--- config.mk ---
export PLATFORM = sky130hd
export DESIGN_NAME = varint_batch_decoder_core
export DESIGN_NICKNAME = d
export VERILOG_FILES = /design/src/rtl/vbd_pkg.sv /design/src/rtl/varint_batch_decoder_core.sv
export SDC_FILE = /design/constraint.sdc
export NUM_CORES = 1
export LEC_CHECK = 0
export ABC_AREA = 1
export ABC_CLOCK_PERIOD_IN_PS = 7650
export BUFFER_PORTS_ARGS = -buffer_cell sky130_fd_sc_hd__buf_4
export CAP_MARGIN = 40
export CORE_AREA = 2 2 135 137
export DETAILED_ROUTE_END_ITERATION = 6
export DIE_AREA = 0 0 137 139
export PLACE_DENSITY_LB_ADDON = 0.2
export SLEW_MARGIN = 20
export SYNTH_ARGS = -nofsm -noshare
export SYNTH_HDL_FRONTEND = slang
export SYNTH_SLANG_ARGS = --single-unit
export TNS_END_PERCENT = 20
--- constraint.sdc ---
create_clock -name clock -period 7.65 [get_ports clock]
set_input_delay 0.3825 -clock clock [delete_from_list [all_inputs] [get_ports clock]]
set_output_delay 0.3825 -clock clock [all_outputs]
set_load 0.05 [all_outputs]
--- src/rtl/vbd_pkg.sv ---
`default_nettype none
package vbd_pkg;

   localparam int unsigned MaxBatch = 256;
   localparam logic [16:0] MaxBatchLimit = 17'(MaxBatch);

   localparam logic [8:0] MaxValuesReset = 9'd256;
   localparam logic [10:0] CommitMax = 11'd2047;
   localparam logic [2:0] LastPosition = 3'd4;

   typedef enum logic [1:0] {
      STATUS_COMPLETE  = 2'd0,
      STATUS_TRUNCATED = 2'd1,
      STATUS_LIMIT     = 2'd2,
      STATUS_MALFORMED = 2'd3
   } status_type;

   typedef struct packed {
      logic [10:0] consumed_bytes;
      logic [8:0]  value_count;
      status_type  status;
      logic [31:0] value;
      logic        value_valid;
      logic        batch_done;
   } rsp_type;

endpackage
`default_nettype wire

--- src/rtl/varint_batch_decoder_core.sv ---
// A result is registered into the main output entry, or into the skid entry while
// the main entry still holds one. Throughput: one byte per cycle unless the skid
// entry is full; the per-byte accumulate, shift and compare are combinational and a
// two-entry output buffer keeps req_tready up while one result waits on rsp_tready.
// Reset (synchronous, active high) clears the batch state and the output buffer
// and sets max_values to 256.
`default_nettype none
module varint_batch_decoder_core (
   input  wire logic        clock,
   input  wire logic        reset,
   input  wire logic        csr_we,
   input  wire logic [8:0]  csr_wdata,   // max_values
   input  wire logic        req_tvalid,
   output logic             req_tready,
   input  wire logic [7:0]  req_tdata,   // data_byte[7:0]
   input  wire logic        req_tlast,   // end_of_input
   output logic             rsp_tvalid,
   input  wire logic        rsp_tready,
   output logic [55:0]      rsp_tdata,   // value[31:0], status[33:32],
                                         // value_count[42:34], consumed_bytes[53:43], zeros
   output logic             rsp_tuser,   // value_valid
   output logic             rsp_tlast    // batch_done
);
   import vbd_pkg::*;

   logic [8:0]  max_values_ff;
   logic [31:0] acc_ff, acc_in;
   logic [2:0]  pos_ff, pos_in;
   logic [8:0]  count_ff, count_in;
   logic [10:0] commit_ff, commit_in;
   logic        halted_ff, halted_in;
   status_type  reason_ff, reason_in;

   rsp_type     main_ff, skid_ff, result;
   logic        main_valid_ff, skid_valid_ff;

   logic [16:0] limit;
   logic        accept, emit, pop;
   logic [31:0] piece, acc_or;
   logic [11:0] commit_sum;
   logic [6:0]  bits7;

   assign req_tready = !skid_valid_ff;
   assign accept     = req_tvalid && req_tready;
   assign bits7      = req_tdata[6:0];

   assign limit = ({8'b0, max_values_ff} > MaxBatchLimit) ? MaxBatchLimit
                                                          : {8'b0, max_values_ff};

   always_comb begin
      unique case (pos_ff)
         3'd0:    piece = {25'b0, bits7};
         3'd1:    piece = {18'b0, bits7, 7'b0};
         3'd2:    piece = {11'b0, bits7, 14'b0};
         3'd3:    piece = {4'b0, bits7, 21'b0};
         default: piece = {bits7[3:0], 28'b0};
      endcase
   end

   assign acc_or     = acc_ff | piece;
   assign commit_sum = {1'b0, commit_ff} + {9'b0, pos_ff} + 12'd1;

   always_comb begin
      acc_in    = acc_ff;
      pos_in    = pos_ff;
      count_in  = count_ff;
      commit_in = commit_ff;
      halted_in = halted_ff;
      reason_in = reason_ff;
      result    = '0;
      if (!halted_ff) begin
         if ({8'b0, count_ff} >= limit) begin
            halted_in = 1'b1;
            reason_in = STATUS_LIMIT;
         end else if (!req_tdata[7]) begin
            result.value       = acc_or;
            result.value_valid = 1'b1;
            count_in  = count_ff + 9'd1;
            commit_in = commit_sum[11] ? CommitMax : commit_sum[10:0];
            acc_in    = '0;
            pos_in    = '0;
            if ({8'b0, count_in} >= limit) begin
               halted_in = 1'b1;
               reason_in = STATUS_LIMIT;
            end
         end else if (pos_ff == LastPosition) begin
            acc_in    = '0;
            pos_in    = '0;
            halted_in = 1'b1;
            reason_in = STATUS_MALFORMED;
         end else begin
            acc_in = acc_or;
            pos_in = pos_ff + 3'd1;
         end
      end
      if (req_tlast) begin
         result.batch_done     = 1'b1;
         result.value_count    = count_in;
         result.consumed_bytes = commit_in;
         if (halted_in) begin
            result.status = reason_in;
         end else if (pos_in != 3'd0) begin
            result.status = STATUS_TRUNCATED;
         end else begin
            result.status = STATUS_COMPLETE;
         end
         acc_in    = '0;
         pos_in    = '0;
         count_in  = '0;
         commit_in = '0;
         halted_in = 1'b0;
         reason_in = STATUS_COMPLETE;
      end
   end

   assign emit = result.value_valid || result.batch_done;
   assign pop  = main_valid_ff && rsp_tready;

   always_ff @(posedge clock) begin
      if (reset) begin
         max_values_ff <= MaxValuesReset;
      end else if (csr_we) begin
         max_values_ff <= csr_wdata;
      end
   end

   always_ff @(posedge clock) begin
      if (reset) begin
         acc_ff    <= '0;
         pos_ff    <= '0;
         count_ff  <= '0;
         commit_ff <= '0;
         halted_ff <= 1'b0;
         reason_ff <= STATUS_COMPLETE;
      end else if (accept) begin
         acc_ff    <= acc_in;
         pos_ff    <= pos_in;
         count_ff  <= count_in;
         commit_ff <= commit_in;
         halted_ff <= halted_in;
         reason_ff <= reason_in;
      end
   end

   always_ff @(posedge clock) begin
      if (reset) begin
         main_valid_ff <= 1'b0;
         skid_valid_ff <= 1'b0;
      end else if (!main_valid_ff || pop) begin
         if (skid_valid_ff) begin
            main_valid_ff <= 1'b1;
            skid_valid_ff <= 1'b0;
         end else begin
            main_valid_ff <= accept && emit;
         end
      end else if (accept && emit) begin
         skid_valid_ff <= 1'b1;
      end
   end

   always_ff @(posedge clock) begin
      if (!main_valid_ff || pop) begin
         main_ff <= skid_valid_ff ? skid_ff : result;
      end
      if (main_valid_ff && !pop && accept && emit) begin
         skid_ff <= result;
      end
   end

   assign rsp_tvalid = main_valid_ff;
   assign rsp_tdata  = {2'b0, main_ff.consumed_bytes, main_ff.value_count,
                        main_ff.status, main_ff.value};
   assign rsp_tuser  = main_ff.value_valid;
   assign rsp_tlast  = main_ff.batch_done;

endmodule
`default_nettype wire
==> results.toml <==
[status]
outcome = "finished clean"

[job]
max_cap_viol_count = 0

[min_path]
min_delay_worst_endpoint = "max_values_ff[1]"
min_path_cells = 3
hold_class = "in2reg"
min-delay-start = "csr_wdata[1]"

[clocking]
tritoncts = "yes"
number_of_buffers_created_by_cts = 17
library_cell_used_as_clock_root_buffer = "sky130_fd_sc_hd__clkbuf_16"
htreeDepth = 4
clkSinkCount = 181
postCtsSetupRepairBufs = 0
clk-insertion-delay-late_ns = 0.44
cts_hold_buffers = 0
clockBufferDepth = 2
clk_pin_slew_ns = 0.07
post_cts_sizing = 0

[detailed_routing]
drt_drc_violations_left = 0
route.vias.total = 6779
viasPerCell = 5.06
drt_wl_total_mm = 18.5
dr.first_iter.drc_count = 517
drt-wirelength-per-cell_um = 13.8
drt_first_pass_iters = 5
antenna_violating_nets_post_route = 0

[floorplanning]
die-height_um = 139
design.die.area_um2 = 19000
placeableCoreArea_um2 = 17700
start_util_pct = 49.1
dieWidth_um = 137
fp-row-count = 49
ioPinCount = 83

[grt]
grt_antenna_before_repair = 0
global_route_usage_over_all_layers_pct = 20.5
first_global_vias = 6305
first_pass_grt_wire_length_mm = 30.9
grt_use_met1_pct = 28.6
globalRoute.totalOverflow = 0
grt_start_max_net_pins = 66
grt_use_met2_pct = 31.7
grt.busiest_layer = "met2"
grt_use_met3_pct = 3.55

[logic_synthesis]
count_of_unique_library_cells_instantiated_by_yosys = 37
netlist_area_um2 = 8670
library_cell_occupying_the_most_area_in_the_post_synthesis_netlist = "sky130_fd_sc_hd__edfxtp_1"
synth-simple-area-share_pct = 22.3
netlist.area_leader.share_pct = 38.8
synth_seq_cells = 181
synthesis.instances = 1032
ys_top_cells_by_area = "sky130_fd_sc_hd__edfxtp_1 (39%), sky130_fd_sc_hd__dfxtp_1 (16%), sky130_fd_sc_hd__nand2_1 (13%)"
synth-seq-area-share_pct = 54.7
fraction_of_the_mapped_netlist_area_in_adder_cells_pct = 4.13
postSynthAreaPerCell_um2 = 8.40
synth-warning-count = 0
combinational_family_with_the_most_area_after_synthesis = "simple AND/OR/NAND/NOR gates"
synth-compound-area-share_pct = 9.80
synth_xor_area_share_pct = 0.303
synth_mux_area_share_pct = 0

[critical_path]
crit_chain = "nor4_1, nand4_1, and2_1, inv_1, nand2_1, ha_1, a21oi_1, nand2_1, nand2_1, nand2_1, nand2_1, nand2_2, a21oi_4, inv_2, nor3_2, buf_12"
worst-setup-path-type = "reg2reg"
crit-reg2reg-capture = "skid_ff[42]"
slowest_cell_delay_on_critical_path_ns = 0.56
timing.reg2reg.setup_slack_ns = 3.38
rr_worst_depth = 16
crit_cells = 16
critPathMaxFanout = 44
worstReg2RegStart = "max_values_ff[3]"
worst_ep_required_time_ns = 7.77
worstPathBufferInverterCount = 3
critical-path-slowest-cell = "sky130_fd_sc_hd__nor3_2"
worst_setup_path_end_kind = "flip-flop"
crit_family = "simple AND/OR/NAND/NOR gates"
worst-endpoint-arrival_ns = 4.38
startpoint_type = "flip-flop"
cp_common_cell = "sky130_fd_sc_hd__nand2_1"

[layout]
layout-area-overhead-vs-synth_pct = 15.8
finish.net_count = 1149
diodes = 0
mostFrequentLayoutCell = "sky130_fd_sc_hd__nand2_1"
layout-drive-gt1-share_pct = 12.0
layout_common_cells = "sky130_fd_sc_hd__nand2_1 (309), sky130_fd_sc_hd__inv_1 (134), sky130_fd_sc_hd__edfxtp_1 (112)"

[place]
portBuffers = 80
dpl.hpwl_mm = 12.3
detailedPlace.worstSlack_ns = 3.48
final_wtd_congestion = 0.853

[timing]
final.setup.worst_slack_ns = 3.38
setup_repair_after_global_routing_missed_its_margin = "no"
layout_worst_path_cycle_share_pct = 55.8
worst_slew_margin_rel_pct = 47.8
total_count_of_hold_check_failures_in_the_final_report = 0
max_clock_freq_mhz = 234
setup_viol_count_final = 0
fin_tns_setup_ns = 0
period_minus_slack_ns = 4.27
transition_at_the_pin_with_the_smallest_max_transition_slack_ns = 0.783
final_max_slew_viol_count = 0
fin_skew_ns = 0.0140

[power]
irDropWorstVdd_mv = 0.181
power.static_leakage_nw = 4.31
p_per_area_nw_per_um2 = 242
==> cells in the mapped netlist (all sizes together) <==
master and instances:
nor4 2, fa 1, ha 27, nand4 5, dfxtp 69, o211ai 1
o21ai 80, a21oi 69, xor2 2, clkbuf 23, xnor2 1, or2 1
edfxtp 112, inv 138, buf 20, nand3 55, conb 1, o21bai 1
nor3b 1, o211a 7, nand2b 1, nor2 89, nor3 9, nand3b 3
a22oi 1, and2 1, clkinv 1, nand2 311
==> report_power, final <==
| group | leakage (nW) | switching (mW) | internal (mW) |
|---|---|---|---|
| clock | 0.284 | 0.399 | 0.489 |
| sequential | 1.73 | 0.0211 | 1.10 |
| combinational | 2.30 | 0.312 | 0.116 |
==> per-layer routing <==
| layer | vias up | part of all wire [%] |
|---|---|---|
| met3 | 27 | 4.4 |
| met2 | 180 | 45 |
| li1 | 3474 | - |
| met5 | - | 0 |
| met4 | 0 | 2.0 |
| met1 | 3098 | 49 |
==> worst max-delay path by stage <==
stage / start / to
final: max_values_ff[3] / skid_ff[42]
after floorplan: rsp_tvalid / skid_ff[0]
after CTS: max_values_ff[3] / skid_ff[50]
after global routing: max_values_ff[3] / skid_ff[50]
after global placement: max_values_ff[3] / skid_ff[46]
after detailed placement: max_values_ff[3] / skid_ff[0]
==> worst min-delay path: stages <==
cell	delay, ns
sky130_fd_sc_hd__buf_4	0.08
sky130_fd_sc_hd__nor2_1	0.03
sky130_fd_sc_hd__nor2_1	0.08
==> logic make-up (layout without fill, tap and decap cells) <==
group                      Yosys count  count (layout)
DFF                                181             181
xor gates and xnor gates             3               3
buffers and inverters              182             260
AOI/OAI and AO/OA                  159             159
adders and majority gates           28              28
other                                1               2
and+or+nand+nor                    478             478
==> layout make-up <==
type                            instances  area (um2)
Inverter                              139         522
Clock inverter                         15         165
Timing Repair Buffer                   89         712
Clock buffer                           17         425
Multi-Input combinational cell        670        3190
Sequential cell                       181        4750
Tap cell                              229         287
Fill cell                            1586        7610
==> stage by stage <==
step / hold WS, ns / cells / util, % / instance area, um2 / total power [mW]
3_3_place_gp: 0.452 / 1304 / 53.2 / 9390 / 1.56
3_5_place_dp: 0.457 / 1308 / 53.6 / 9460 / 1.57
6_report: 0.162 / 1340 / 56.9 / 10000 / 2.44
4_1_cts: 0.150 / 1340 / 56.9 / 10000 / 2.45
5_1_grt: 0.162 / 1340 / 56.9 / 10000 / 2.53
2_1_floorplan: 0.444 / 1033 / - / 8680 / 1.45
==> registers in the layout, summed over array words and instances, names as in the netlist <==
| signal | count |
|---|---|
| acc_ff | 32 |
| commit_ff | 11 |
| count_ff | 9 |
| halted_ff | 1 |
| max_values_ff | 9 |
| pos_ff | 3 |
| reason_ff | 2 |
| rsp_tdata | 54 |
| rsp_tlast | 1 |
| rsp_tuser | 1 |
| rsp_tvalid | 1 |
| skid_ff | 56 |
| skid_valid_ff | 1 |
Power figures use the tool's default switching activity.
